`config.mk`:
```
export PLATFORM = sky130hd
export DESIGN_NAME = http_chunked_body_decoder
export DESIGN_NICKNAME = d
export VERILOG_FILES = /design/src/hw/rtl/hcbd_pkg.sv /design/src/hw/rtl/http_chunked_body_decoder.sv /design/src/hw/rtl/hcbd_size_parse.sv
export SDC_FILE = /design/constraint.sdc
export NUM_CORES = 1
export LEC_CHECK = 0
export BUFFER_PORTS_ARGS = -buffer_cell sky130_fd_sc_hd__buf_2
export CAP_MARGIN = 15
export CELL_PAD_IN_SITES_DETAIL_PLACEMENT = 1
export CELL_PAD_IN_SITES_GLOBAL_PLACEMENT = 1
export CORE_ASPECT_RATIO = 1.25
export CORE_UTILIZATION = 36
export CTS_CLUSTER_SIZE = 24
export DETAILED_ROUTE_END_ITERATION = 10
export GPL_ROUTABILITY_DRIVEN = 0
export PLACE_DENSITY = 0.65
export SETUP_SLACK_MARGIN = 0.05
export SLEW_MARGIN = 20
export SYNTH_ARGS = -nofsm -noshare
export SYNTH_HDL_FRONTEND = slang
export SYNTH_SLANG_ARGS = --single-unit
```
`constraint.sdc`:
```
create_clock -name aclk -period 6.68 [get_ports aclk]
set_input_delay 1.336 -clock aclk [delete_from_list [all_inputs] [get_ports aclk]]
set_output_delay 1.336 -clock aclk [all_outputs]
set_load 0.03 [all_outputs]
```
`src/hw/rtl/hcbd_pkg.sv`:
```
// Shared types and constants for the HTTP chunked body decoder.
package hcbd_pkg;

    typedef enum logic [2:0] {
        PH_HEADER = 3'd0,
        PH_SIZE   = 3'd1,
        PH_DATA   = 3'd2,
        PH_SKIP   = 3'd3,
        PH_DONE   = 3'd4
    } phase_t;

    typedef enum logic [1:0] {
        HM_EMPTY = 2'd0,
        HM_CR    = 2'd1,
        HM_OTHER = 2'd2
    } hdr_mark_t;

    typedef enum logic [1:0] {
        PS_BLANK  = 2'd0,
        PS_DIGITS = 2'd1,
        PS_STOP   = 2'd2
    } parse_stage_t;

    localparam logic [7:0] CH_TAB = 8'h09;
    localparam logic [7:0] CH_LF  = 8'h0A;
    localparam logic [7:0] CH_VT  = 8'h0B;
    localparam logic [7:0] CH_FF  = 8'h0C;
    localparam logic [7:0] CH_CR  = 8'h0D;
    localparam logic [7:0] CH_SP  = 8'h20;

    localparam logic [15:0] LIMIT_RESET = 16'd30000;

    localparam int KIND_PAYLOAD = 0;
    localparam int KIND_END     = 1;

endpackage

```
`src/hw/rtl/http_chunked_body_decoder.sv`:
```
// HTTP chunked body decoder: strips headers and chunk framing, passes payload bytes.
// A result appears on the master side in the cycle after its byte transfer.
// Throughput: one byte per cycle unless output stalls; single registered state step.
// The output register frees in the same cycle it is taken, so there is no bubble.
// Reset: aresetn synchronous, active low; clears parse state and output valid,
// and sets payload_limit to 30000.
module http_chunked_body_decoder #(
    parameter int SIZE_BITS = 24
) (
    input  logic        aclk,
    input  logic        aresetn,
    input  logic        cfg_we,
    input  logic [15:0] cfg_wdata,      // payload_limit
    input  logic        s_tvalid,
    output logic        s_tready,
    input  logic [7:0]  s_tdata,        // [7:0] in_byte
    input  logic [0:0]  s_tuser,        // [0] start_response
    output logic        m_tvalid,
    input  logic        m_tready,
    output logic [23:0] m_tdata,        // [7:0] data_byte, [23:8] total_bytes
    output logic [0:0]  m_tuser         // [0] kind
);
    import hcbd_pkg::*;

    logic [15:0]          limit_reg;
    phase_t               phase_reg, phase_next;
    hdr_mark_t            mark_reg, mark_next;
    parse_stage_t         stage_reg, stage_next;
    logic [SIZE_BITS-1:0] acc_reg, acc_next;
    logic [SIZE_BITS-1:0] chunk_reg, chunk_next;
    logic [15:0]          count_reg, count_next;

    logic                 m_valid_reg, m_valid_next;
    logic                 m_kind_reg, m_kind_next;
    logic [7:0]           m_data_reg, m_data_next;
    logic [15:0]          m_total_reg, m_total_next;

    phase_t               cur_phase;
    hdr_mark_t            cur_mark;
    parse_stage_t         cur_stage;
    logic [SIZE_BITS-1:0] cur_acc;
    logic [SIZE_BITS-1:0] cur_chunk;
    logic [15:0]          cur_count;
    parse_stage_t         sp_stage;
    logic [SIZE_BITS-1:0] sp_acc;
    logic [15:0]          count_inc;
    logic [SIZE_BITS-1:0] chunk_dec;
    logic                 s_xfer;
    logic                 emit;
    logic                 is_lf;
    logic [7:0]           c;

    assign s_tready = !m_valid_reg || m_tready;
    assign s_xfer   = s_tvalid && s_tready;
    assign c        = s_tdata;
    assign is_lf    = (c == CH_LF);

    // start of a new response clears state ahead of this byte
    always_comb begin
        if (s_tuser[0]) begin
            cur_phase = PH_HEADER;
            cur_mark  = HM_EMPTY;
            cur_stage = PS_BLANK;
            cur_acc   = '0;
            cur_chunk = '0;
            cur_count = '0;
        end else begin
            cur_phase = phase_reg;
            cur_mark  = mark_reg;
            cur_stage = stage_reg;
            cur_acc   = acc_reg;
            cur_chunk = chunk_reg;
            cur_count = count_reg;
        end
    end

    hcbd_size_parse #(
        .SIZE_BITS (SIZE_BITS)
    ) u_size_parse (
        .in_byte    (c),
        .stage      (cur_stage),
        .acc        (cur_acc),
        .stage_next (sp_stage),
        .acc_next   (sp_acc)
    );

    assign count_inc = cur_count + 16'd1;
    assign chunk_dec = cur_chunk - SIZE_BITS'(1);

    always_comb begin
        phase_next  = cur_phase;
        mark_next   = cur_mark;
        stage_next  = cur_stage;
        acc_next    = cur_acc;
        chunk_next  = cur_chunk;
        count_next  = cur_count;
        emit        = 1'b0;
        m_kind_next = 1'(KIND_PAYLOAD);
        m_data_next = 8'd0;
        m_total_next = cur_count;
        case (cur_phase)
            PH_HEADER: begin
                if (is_lf) begin
                    if (cur_mark == HM_CR) begin
                        phase_next = PH_SIZE;
                        stage_next = PS_BLANK;
                        acc_next   = '0;
                    end
                    mark_next = HM_EMPTY;
                end else if (cur_mark == HM_EMPTY && c == CH_CR) begin
                    mark_next = HM_CR;
                end else begin
                    mark_next = HM_OTHER;
                end
            end
            PH_SIZE: begin
                if (is_lf) begin
                    if (cur_acc == '0) begin
                        phase_next  = PH_DONE;
                        emit        = 1'b1;
                        m_kind_next = 1'(KIND_END);
                    end else begin
                        chunk_next = cur_acc;
                        phase_next = (cur_count >= limit_reg) ? PH_SKIP : PH_DATA;
                    end
                end else begin
                    stage_next = sp_stage;
                    acc_next   = sp_acc;
                end
            end
            PH_DATA: begin
                if (cur_chunk == '0 || cur_count >= limit_reg) begin
                    phase_next = PH_SKIP;
                    if (is_lf) begin
                        phase_next = PH_SIZE;
                        stage_next = PS_BLANK;
                        acc_next   = '0;
                    end
                end else begin
                    count_next   = count_inc;
                    chunk_next   = chunk_dec;
                    if (chunk_dec == '0 || count_inc >= limit_reg) begin
                        phase_next = PH_SKIP;
                    end
                    emit         = 1'b1;
                    m_data_next  = c;
                    m_total_next = count_inc;
                end
            end
            PH_SKIP: begin
                if (is_lf) begin
                    phase_next = PH_SIZE;
                    stage_next = PS_BLANK;
                    acc_next   = '0;
                end
            end
            default: begin
                phase_next = cur_phase;
            end
        endcase
    end

    always_comb begin
        m_valid_next = m_valid_reg;
        if (s_xfer) begin
            m_valid_next = emit;
        end else if (m_tready) begin
            m_valid_next = 1'b0;
        end
    end

    always_ff @(posedge aclk) begin
        if (!aresetn) begin
            limit_reg   <= LIMIT_RESET;
            phase_reg   <= PH_HEADER;
            mark_reg    <= HM_EMPTY;
            stage_reg   <= PS_BLANK;
            acc_reg     <= '0;
            chunk_reg   <= '0;
            count_reg   <= '0;
            m_valid_reg <= 1'b0;
        end else begin
            if (cfg_we) begin
                limit_reg <= cfg_wdata;
            end
            if (s_xfer) begin
                phase_reg <= phase_next;
                mark_reg  <= mark_next;
                stage_reg <= stage_next;
                acc_reg   <= acc_next;
                chunk_reg <= chunk_next;
                count_reg <= count_next;
            end
            m_valid_reg <= m_valid_next;
        end
    end

    always_ff @(posedge aclk) begin
        if (s_xfer && emit) begin
            m_kind_reg  <= m_kind_next;
            m_data_reg  <= m_data_next;
            m_total_reg <= m_total_next;
        end
    end

    assign m_tvalid = m_valid_reg;
    assign m_tdata  = {m_total_reg, m_data_reg};
    assign m_tuser  = m_kind_reg;

    a_stall_blocks_input: assert property (@(posedge aclk) disable iff (!aresetn)
        m_tvalid && !m_tready |-> !s_tready)
        else $error("input accepted while result stalled");

    a_done_sticky: assert property (@(posedge aclk) disable iff (!aresetn)
        s_xfer && !s_tuser[0] && phase_reg == PH_DONE |=> phase_reg == PH_DONE)
        else $error("left done phase without start_response");

    a_end_zero_data: assert property (@(posedge aclk) disable iff (!aresetn)
        m_tvalid && m_tuser[0] |-> m_tdata[7:0] == 8'd0)
        else $error("end result carries nonzero data byte");

    a_count_step: assert property (@(posedge aclk) disable iff (!aresetn)
        s_xfer && !s_tuser[0] |=> count_reg == $past(count_reg)
            || count_reg == $past(count_reg) + 16'd1)
        else $error("payload count jumped");

endmodule

```
`src/hw/rtl/hcbd_size_parse.sv`:
```
// Chunk-size line parser: one byte step of the hex size accumulator.
module hcbd_size_parse #(
    parameter int SIZE_BITS = 24
) (
    input  logic [7:0]                   in_byte,
    input  hcbd_pkg::parse_stage_t       stage,
    input  logic [SIZE_BITS-1:0]         acc,
    output hcbd_pkg::parse_stage_t       stage_next,
    output logic [SIZE_BITS-1:0]         acc_next
);
    import hcbd_pkg::*;

    logic       is_hex;
    logic [3:0] digit;
    logic       is_blank;
    logic       sat;

    always_comb begin
        is_hex = 1'b1;
        digit  = 4'd0;
        if (in_byte >= "0" && in_byte <= "9") begin
            digit = 4'(in_byte - "0");
        end else if (in_byte >= "a" && in_byte <= "f") begin
            digit = 4'(in_byte - "a" + 8'd10);
        end else if (in_byte >= "A" && in_byte <= "F") begin
            digit = 4'(in_byte - "A" + 8'd10);
        end else begin
            is_hex = 1'b0;
        end
    end

    assign is_blank = (in_byte == CH_SP) || (in_byte == CH_TAB) || (in_byte == CH_VT)
                   || (in_byte == CH_FF) || (in_byte == CH_CR);

    // shifting left by a nibble overflows iff the top nibble is nonzero
    assign sat = |acc[SIZE_BITS-1 -: 4];

    always_comb begin
        stage_next = stage;
        acc_next   = acc;
        case (stage)
            PS_BLANK: begin
                if (is_hex) begin
                    acc_next   = SIZE_BITS'(digit);
                    stage_next = PS_DIGITS;
                end else if (!is_blank) begin
                    stage_next = PS_STOP;
                end
            end
            PS_DIGITS: begin
                if (is_hex) begin
                    acc_next = sat ? {SIZE_BITS{1'b1}} : {acc[SIZE_BITS-5:0], digit};
                end else begin
                    stage_next = PS_STOP;
                end
            end
            default: begin
                stage_next = stage;
            end
        endcase
    end

endmodule
```
---- Word-level counts from Yosys, hierarchy flattened ----
Cells that the tools add are included.
word-level totals
  word-level logic and storage cells ...... 118
  output and inout port bits .............. 27
  flip-flop bits (word level) ............. 113
operators by class
  bitwise logic cells ..................... 1
  equal/unequal tests ..................... 11
  reduce and logical (&&, ||, !) cells .... 23
  muxes and demuxes ....................... 57
  $add $sub $neg .......................... 7
  magnitude comparators ................... 8
operators with widths
  operator                                                            count
  2-to-1 mux 24 bit                                                   13
  case mux 24 bit (2 select lines)                                    2
  case mux 24 bit (4 select lines)                                    1
  zero test 24 bit                                                    3
  2-to-1 mux 16 bit                                                   3
  == test 8 x 4 -> 1 bit (second input constant)                      5
  greater-or-equal comparator 16 bit                                  2
  2-to-1 mux 2 bit                                                    14
  2-to-1 mux 3 bit                                                    8
  subtractor 24 x 1 -> 24 bit (second input constant)                 1
  adder 16 x 1 -> 16 bit (second input constant)                      1
  greater-or-equal comparator 8 x 7 -> 1 bit (second input constant)  2
  <= comparator 8 x 7 -> 1 bit (second input constant)                2
  2-to-1 mux 4 bit                                                    3
  case mux 3 bit (4 select lines)                                     1
  subtractor 4 x 1 -> 4 bit (second input constant)                   3
  2-to-1 mux 1 bit                                                    9
  adder 4 bit (second input constant)                                 2
  == test 8 x 6 -> 1 bit (second input constant)                      1
  greater-or-equal comparator 8 x 6 -> 1 bit (second input constant)  1
  <= comparator 8 x 6 -> 1 bit (second input constant)                1
  case mux 2 bit (4 select lines)                                     1
  logical OR 1 bit                                                    7
  == test 3 x 2 -> 1 bit (second input constant)                      2
  other kinds (12)                                                    19

---- Longest topological paths before layout ----
Gate-level depths: netlist (run 1).
  depth in word-level cells ............... 10
  gate-level depth with buffers ........... 17

---- Modules after synthesis ----
Synthesis (run 1) repeated with hierarchy kept, for this count alone.
unflattened totals
  cells, all modules ...................... 1113
  area total of the unflattened synthesis .. 8563.2 um2
by module, submodules not included
  module                     seq. area each (um2)  times used  cells each  area each (um2)
  http_chunked_body_decoder  2512.4                1           1000        7788.7
  hcbd_size_parse            0.0                   1           113         774.5

---- Worst setup path after synthesis (run 1) ----
No wires, ideal clock.
  path type ............................... input -> register
  start point ............................. in s_tuser
  end point ............................... reg m_data_reg[0] (enable)
  setup time .............................. 0.380 ns
  arrival ................................. 4.803 ns
  buffers on the path ..................... 5
  setup slack ............................. 1.498 ns
  cell stages on the path ................. 14
  path through ............................ clkbuf_1 > clkbuf_1 > clkbuf_1 > buf_2 > nor2b_1 > ha_1 > a21oi_1 > o21ai_1 > or4b_1 > o22a_1 > buf_2 > nor2_1 > o21ai_0 > inv_1
on the way
  word-level cells in the longest chain between the ends .. 6
  elaborated cells on any way between the ends .. 15
ends and longest elaborated chain
  item                                                              line                                                                text
  start: declaration                                                http_chunked_body_decoder.sv:17                                     input logic [0:0] s_tuser,
  2-to-1 mux 16 bit or 2-to-1 mux 24 bit (tied branches)            http_chunked_body_decoder.sv:60                                     if (s_tuser[0]) begin
  greater-or-equal comparator 16 bit, or another cell as far along  http_chunked_body_decoder.sv:132                                    if (cur_chunk == '0 || cur_count >= limit_reg) begin
  logical OR 1 bit or 2-to-1 mux 1 bit (tied branches)              http_chunked_body_decoder.sv:132, http_chunked_body_decoder.sv:118
  2-to-1 mux 1 bit (on tied branches)                               http_chunked_body_decoder.sv:132, http_chunked_body_decoder.sv:117
  case mux 1 bit (2 select lines) (*)                               http_chunked_body_decoder.sv:101                                    case (cur_phase)
  logical AND 1 bit (*)                                             http_chunked_body_decoder.sv:199                                    if (s_xfer && emit) begin
  end signal: assignment                                            http_chunked_body_decoder.sv:201                                    m_data_reg <= m_data_next;
  end: declaration                                                  http_chunked_body_decoder.sv:35                                     logic [7:0] m_data_reg, m_data_next;
Every way passes the cells marked *; elsewhere a longest branch is shown, timed or not.
A chain may end at the register's enable or synchronous reset.

---- Worst setup path after layout (run 1) ----
  start point ............................. in s_tuser
  end point ............................... reg m_total_reg[3] (enable)
on the way
  word-level cells in the longest chain between the ends .. 6
  elaborated cells on any way between the ends .. 15
ends and longest elaborated chain
  item                                                              line                                                                text
  2-to-1 mux 16 bit or 2-to-1 mux 24 bit (tied branches)            http_chunked_body_decoder.sv:60
  greater-or-equal comparator 16 bit, or another cell as far along  http_chunked_body_decoder.sv:132
  logical OR 1 bit or 2-to-1 mux 1 bit (tied branches)              http_chunked_body_decoder.sv:132, http_chunked_body_decoder.sv:118
  2-to-1 mux 1 bit (on tied branches)                               http_chunked_body_decoder.sv:132, http_chunked_body_decoder.sv:117
  case mux 1 bit (2 select lines) (*)                               http_chunked_body_decoder.sv:101
  logical AND 1 bit (*)                                             http_chunked_body_decoder.sv:199
  end signal: assignment                                            http_chunked_body_decoder.sv:202                                    m_total_reg <= m_total_next;
  end: declaration                                                  http_chunked_body_decoder.sv:36                                     logic [15:0] m_total_reg, m_total_next;
Marks and branches as above.

==> qor.csv, run 1 <==
stage,metric,value,unit
sta,Setup-failing EPs final,0,
routing,total wire length after detailed routing,24400,um
clock_tree,clock-pin slew on the worst setup and hold paths,0.06,ns
worst_setup_path,worst r2r path cells,14,
synthesis,number of synthesized flops with an enable pin,25,
place,Area after DPL,0.00780,mm2
sta,worst hold slack,0.497,ns
worst_hold_path,class of the tightest hold or removal check,reg2reg,
clock_tree,CTS Buf Count,17,
final_layout,layout overhead on the synthesized area,14.7,%
final_layout,final instance area,0.00838,mm2
worst_setup_path,slowest library cell on the worst path,inv_1,
worst_setup_path,kind of critical path,in2reg,
worst_setup_path,"Arr. time, crit path",4.91,ns
worst_setup_path,crit-path cells,buf_2 > nand2b_1 > inv_1 > ha_1 > and4_1 > a21oi_1 > or4b_1 > o22a_1 > nor2_1 > buf_4 > o21ai_0 > inv_1,
floorplan,Initial Util,37.1,%
sta,clock period minus worst slack,4.87,ns
routing,number of vias per cell after detailed routing,5.81,
worst_setup_path,cell type with the highest occurrence count on the critical path,inv_1,
sta,worst-margin pin slew,1.06,ns
floorplan,Die Width,129,um
pwr,Power Internal,1.35,mW
final_layout,Final nets,967,
worst_setup_path,longest individual stage delay on the worst path,0.80,ns
sta,Tcrit/Tclk final,72.9,%
pwr,Sw Share,28.1,%
clock_tree,Max clock buf depth,2,
synthesis,main area contributors after synthesis,"dfxtp_1 (24%), edfxtp_1 (10%), ha_1 (6.7%)",
sta,TNS Setup,0,ns
clock_tree,count of instances resized after the clock tree is built,0,
worst_hold_path,launch instance of the worst min-delay path,limit_reg[9]$_SDFFE_PN0P_,
pwr,worst voltage drop across the vdd grid,0.000160,V
worst_setup_path,data required time at the worst endpoint,6.72,ns
global_routing,total global routing overflow,0,
worst_setup_path,R2R Path End,phase_reg[0]$_SDFFE_PN0P_,
pwr,PD cells,224,mW/mm2
sta,"Worst Setup Slack, final",1.81,ns
clock_tree,clock tree from TritonCTS,yes,
synthesis,average cell area after synthesis,8.44,um2
routing,DR vias,6836,
global_routing,GR Util All Layers,24.7,%
floorplan,die height,161,um
worst_setup_path,critical path startpoint category,input port,
place,IO buf count,56,
pwr,net switching power of the design,528,uW
floorplan,standard-cell rows,57,
synthesis,"FFs w/ async S/R, synth",0,%
worst_setup_path,family of cells with the greatest summed delay on the critical path,buffers and inverters,
synthesis,proportion of netlist area held by the largest area contributor,24.1,%
global_routing,number of global-route vias before repair,7073,
worst_setup_path,Bufs and invs on worst path,4,
synthesis,synthesized instance count,866,
sta,upper clock frequency limit,205,MHz
global_routing,largest net degree at the start of global routing,41,
routing,post-route DRC violation count,0,
synthesis,total number of yosys warnings,0,
routing,wire length per cell,20.8,um
routing,Routed Antenna Nets,0,
place,post-DP HPWL,17300,um
synthesis,flop and latch count out of synthesis,113,
final_layout,share of final-layout standard cells stronger than drive strength 1,14.6,%
routing,DR iter-0 viols,430,
worst_hold_path,Hold EP,limit_reg[9]$_SDFFE_PN0P_,
sta,final count of pins violating max slew,0,
sta,final hold violation count,0,
pwr,portion of total power attributed to sequential cells,39.0,%
clock_tree,Hold Buf Count CTS,0,
routing,length of the first detailed-routing pass in iterations,4,
synthesis,area of the mapped netlist,0.00731,mm2
synthesis,"Net Count, Synth",935,
pwr,proportion of power drawn by combinational gates,12.4,%
floorplan,number of placed I/O pins,57,
sta,post-route clock skew,0.00716,ns
clock_tree,setup bufs post-CTS,0,
place,worst setup timing slack at the placement stage,1.38,ns
floorplan,Die Footprint,0.0209,mm2
sta,worst slew margin relative to its limit,29.1,%
final_layout,"commonest non-fill, non-tap cells in the layout","dfxtp_1 (88), o21ai_0 (68), nand2_1 (65)",
clock_tree,clock latency at the later pin of the worst-skew pair,0.43,ns
clock_tree,deepest level of the CTS H-tree,4,
synthesis,post-synthesis sequential area ratio,34.4,%
flow_run,number of violations of the max-capacitance limit,0,
pwr,clock power share,48.6,%
worst_setup_path,Reg-to-Reg Start,count_reg[0]$_SDFFE_PN0P_,
outcome,status,"finished, final reports clean",
final_layout,Inserted Diodes,0,
worst_hold_path,Cells on Worst Hold Path,2,
pwr,leakage power summed over all cells,3.39,nW
synthesis,dominant synthesized flop cell,dfxtp_1,
global_routing,number of antenna violations at the first check in global routing,0,
worst_setup_path,critical-path maximum fanout,36,
global_routing,first-pass GRT wire length,39400,um
sta,RSZ-0062 raised after global routing,false,
clock_tree,Root Buffer,clkbuf_16,
synthesis,dominant cell type by area after synthesis,dfxtp_1,
worst_setup_path,kind of end point of the critical path,register,
synthesis,number of distinct library cells after synthesis,76,
worst_setup_path,reg2reg setup slack,2.88,ns
clock_tree,Num Clock Sinks,113,
final_layout,"leading cell type in the layout, fill and taps excluded",dfxtp_1,
floorplan,placeable core region,0.0197,mm2
-- Yosys cell counts (4+ instances only) --
| library cell | count |
|---|---|
| nand2b_1 | 5 |
| inv_1 | 35 |
| and2_1 | 10 |
| clkbuf_1 | 42 |
| a21oi_1 | 47 |
| nor2b_1 | 17 |
| buf_2 | 14 |
| nor2_1 | 62 |
| xnor2_1 | 17 |
| o21ai_0 | 68 |
| and4_1 | 4 |
| o31ai_1 | 4 |
| edfxtp_1 | 25 |
| nand3b_1 | 6 |
| xor2_1 | 16 |
| nand2_1 | 65 |
| a22o_1 | 20 |
| ha_1 | 39 |
| o211ai_1 | 10 |
| or4_1 | 4 |
| mux2i_1 | 34 |
| nand4_1 | 12 |
| or3_1 | 6 |
| a22oi_1 | 4 |
| and3_1 | 10 |
| dfxtp_1 | 88 |
| nand3_1 | 22 |
| a31oi_1 | 14 |
| a21o_1 | 10 |
| a211oi_1 | 8 |
| nor3_1 | 31 |
| o22ai_1 | 9 |
| nor4_1 | 9 |
| o21a_1 | 8 |
| o21ba_2 | 11 |
-- layout make-up --
| cell class | count | area (um2) |
|---|---|---|
| clock buffer | 17 | 425 |
| clock inverter | 15 | 160 |
| multi-input combinational | 658 | 4420 |
| fill | 2379 | 11300 |
| sequential | 113 | 2510 |
| timing repair buffer | 73 | 408 |
| tap | 265 | 332 |
| inverter | 35 | 131 |
-- worst register-to-register path, delay by kind of cell (launching register included) --
family / cells / cell delay (ns)
flip-flops: 1 / 0.43
AO/OA/AOI/OAI: 6 / 0.77
AND/OR/NAND/NOR: 5 / 1.62
adder cells (fa/ha/maj): 2 / 0.66
XOR/XNOR: 1 / 0.18
-- metrics by stage --
step / cells / utilization, % / total power, mW
3_5_place_dp: 1144 / 39.6 / 0.979
2_1_floorplan: 866 / - / 0.903
5_1_grt: 1176 / 42.6 / 1.95
4_1_cts: 1176 / 42.6 / 1.90
3_3_place_gp: 1144 / 39.6 / 0.976
6_report: 1176 / 42.6 / 1.88
-- worst max-delay path by stage --
stage / startpoint / endpoint / slack (ns) / cells past startpoint
after detailed placement: s_tuser / m_total_reg[13]$_DFFE_PP_ / 1.38 / 12
after floorplan: s_tuser / m_data_reg[0]$_SDFFCE_PP0P_ / 1.50 / 14
after global placement: s_tuser / m_total_reg[0]$_DFFE_PP_ / 1.51 / 12
final: s_tuser / m_total_reg[3]$_DFFE_PP_ / 1.81 / 12
after global routing: s_tuser / m_total_reg[2]$_DFFE_PP_ / 1.60 / 12
after CTS: s_tuser / m_total_reg[2]$_DFFE_PP_ / 1.81 / 12
-- power by group through the flow --
| stage | clock (mW) | sequential (mW) | combinational (mW) |
|---|---|---|---|
| CTS | 0.929 | 0.732 | 0.234 |
| global route | 0.958 | 0.734 | 0.259 |
| floorplan | 0 | 0.745 | 0.158 |
| detailed placement | 0 | 0.747 | 0.232 |
| finish | 0.912 | 0.732 | 0.233 |
| global placement | 0 | 0.746 | 0.230 |
-- kinds of logic after synthesis --
group	after synthesis	share of synthesized area, %
AND/OR/NAND/NOR	286	20.5
AO/OA/AOI/OAI	265	24.5
flip-flops	113	34.4
buffers and inverters	95	5.22
adder cells (fa/ha/maj)	39	6.68
multiplexers	35	4.81
XOR/XNOR	33	3.96
-- layer usage --
metal / vias up / track usage (%) / wire, um
li1: 3267 / - / -
met1: 3401 / 29.4 / 10400
met2: 135 / 44.2 / 12700
met3: 33 / 3.41 / 681
met4: 0 / 10.0 / 634
met5: - / 0 / 0
Note: power is estimated with default switching activity, not from simulation.
==> run 2: changes to the inputs <==
Settings changed: PLACE_DENSITY 0.65 to 0.68.
Clock period 6.68 ns to 4 ns, I/O delays scaled along.
==> qor.csv, run 2 (synthesis results as in run 1) <==
stage,metric,value,unit
pwr,net switching power of the design,901,uW
routing,total wire length after detailed routing,24700,um
routing,length of the first detailed-routing pass in iterations,5,
routing,number of vias per cell after detailed routing,5.75,
pwr,Power Internal,2.38,mW
clock_tree,clock tree from TritonCTS,yes,
sta,final hold violation count,0,
routing,DR vias,6936,
final_layout,Sequential cell area,0.00251,mm2
worst_setup_path,"Arr. time, crit path",3.76,ns
clock_tree,clock latency at the later pin of the worst-skew pair,0.43,ns
pwr,portion of total power attributed to sequential cells,37.3,%
global_routing,grt met3 use,4.37,%
global_routing,first-pass GRT wire length,39700,um
pwr,Sw Share,27.5,%
routing,post-route DRC violation count,0,
sta,post-route clock skew,0.00880,ns
worst_setup_path,data required time at the worst endpoint,4.30,ns
final_layout,Final nets,997,
pwr,worst voltage drop across the vdd grid,0.000319,V
sta,Tcrit/Tclk final,86.5,%
worst_hold_path,class of the tightest hold or removal check,reg2reg,
floorplan,Initial Util,37.1,%
clock_tree,count of instances resized after the clock tree is built,0,
global_routing,GR Util All Layers,25.2,%
final_layout,number of filler instances in the final layout,2391,
routing,DR iter-0 viols,428,
global_routing,number of global-route vias before repair,7098,
sta,worst hold slack,0.490,ns
global_routing,total global routing overflow,0,
global_routing,met2 Track Usage GR,44.2,%
pwr,clock power share,50.1,%
final_layout,"commonest non-fill, non-tap cells in the layout","dfxtp_1 (88), o21ai_0 (67), nand2_1 (65)",
floorplan,placeable core region,0.0197,mm2
sta,Setup-failing EPs final,0,
worst_setup_path,critical-path maximum fanout,19,
clock_tree,clock-pin slew on the worst setup and hold paths,0.06,ns
pwr,leakage power summed over all cells,3.57,nW
clock_tree,CTS Buf Count,17,
floorplan,die height,161,um
final_layout,Inserted Diodes,0,
final_layout,layout overhead on the synthesized area,18.7,%
clock_tree,Root Buffer,clkbuf_16,
sta,worst-margin pin slew,0.866,ns
global_routing,most used routing layer,met2,
worst_setup_path,kind of end point of the critical path,register,
clock_tree,deepest level of the CTS H-tree,4,
pwr,proportion of power drawn by combinational gates,12.6,%
floorplan,standard-cell rows,57,
global_routing,number of antenna violations at the first check in global routing,1,
outcome,status,"finished, final reports clean",
pwr,PD cells,378,mW/mm2
sta,clock period minus worst slack,3.46,ns
sta,worst slew margin relative to its limit,42.2,%
sta,TNS Setup,0,ns
place,total instance count after detailed placement,1174,
sta,"Worst Setup Slack, final",0.541,ns
clock_tree,Max clock buf depth,2,
sta,upper clock frequency limit,289,MHz
floorplan,Die Width,129,um
worst_hold_path,Cells on Worst Hold Path,2,
routing,wire length per cell,20.5,um
floorplan,number of placed I/O pins,57,
place,worst setup timing slack at the placement stage,0.154,ns
final_layout,"leading cell type in the layout, fill and taps excluded",dfxtp_1,
global_routing,global routing usage on met1,30.2,%
sta,final count of pins violating max slew,0,
clock_tree,Num Clock Sinks,113,
final_layout,share of final-layout standard cells stronger than drive strength 1,17.5,%
global_routing,largest net degree at the start of global routing,45,
place,post-DP HPWL,17700,um
worst_setup_path,critical path startpoint category,input port,
place,IO buf count,56,
clock_tree,Hold Buf Count CTS,0,
floorplan,Die Footprint,0.0209,mm2
pwr,Tot Pwr,3.28,mW
final_layout,count of non-filler cells in the finished layout,1206,
routing,Routed Antenna Nets,0,
clock_tree,setup bufs post-CTS,0,
worst_setup_path,worst r2r path cells,12,
flow_run,number of violations of the max-capacitance limit,0,
sta,RSZ-0062 raised after global routing,false,
worst_setup_path,kind of critical path,in2reg,
final_layout,area of the multi-input gates,0.00443,mm2
-- run 2: through the flow --
step                      utilization (%)  instance area, um2
after floorplan                         -                7330
after global placement               40.9                8050
after detailed placement             40.9                8050
after CTS                            44.1                8670
after global routing                 44.1                8670
final                                44.1                8670
-- run 2: path summary, 6_finish.rpt --
path | startpoint | endpoint | slack [ns]
worst max-delay path | s_tuser | chunk_reg[12]$_SDFFE_PN0P_ | 0.54
worst min register to register | chunk_reg[9]$_SDFFE_PN0P_ | chunk_reg[9]$_SDFFE_PN0P_ | 0.49
worst max register to register | count_reg[1]$_SDFFE_PN0P_ | phase_reg[0]$_SDFFE_PN0P_ | 0.77
worst min-delay path | chunk_reg[9]$_SDFFE_PN0P_ | chunk_reg[9]$_SDFFE_PN0P_ | 0.49
-- run 2: routing by layer --
metal | vias to the layer above | wire length, um | share of wire [%]
li1 | 3321 | - | -
met1 | 3451 | 10600 | 43
met2 | 120 | 12700 | 51
met3 | 42 | 801 | 3.2
met4 | 2 | 643 | 2.6
met5 | - | 13 | 0.053
-- run 2: final cells by class --
type	instances	area share [%]
Multi-Input combinational cell	658	51.0
Sequential cell	113	29.0
Timing Repair Buffer	103	7.44
Clock buffer	19	5.24
Tap cell	265	3.82
Clock inverter	13	2.00
Inverter	35	1.51
-- run 2: worst max-delay path, stage by stage --
cell and delay [ns]:
buf_2 0.28, nand2b_1 0.23, inv_1 0.09, ha_1 0.29
and4_1 0.21, a21oi_1 0.14, or4b_1 0.49, o22a_1 0.21
buf_4 0.19, or4_1 0.55, xor2_1 0.16, o22ai_1 0.10
-- run 2: power groups by stage --
stage          Combinational [mW]  Clock, mW  Sequential [mW]
2_1_floorplan               0.266          0             1.24
3_3_place_gp                0.402          0             1.25
3_5_place_dp                0.409          0             1.25
4_1_cts                     0.413       1.66             1.22
5_1_grt                     0.451       1.72             1.23
6_report                    0.414       1.64             1.22
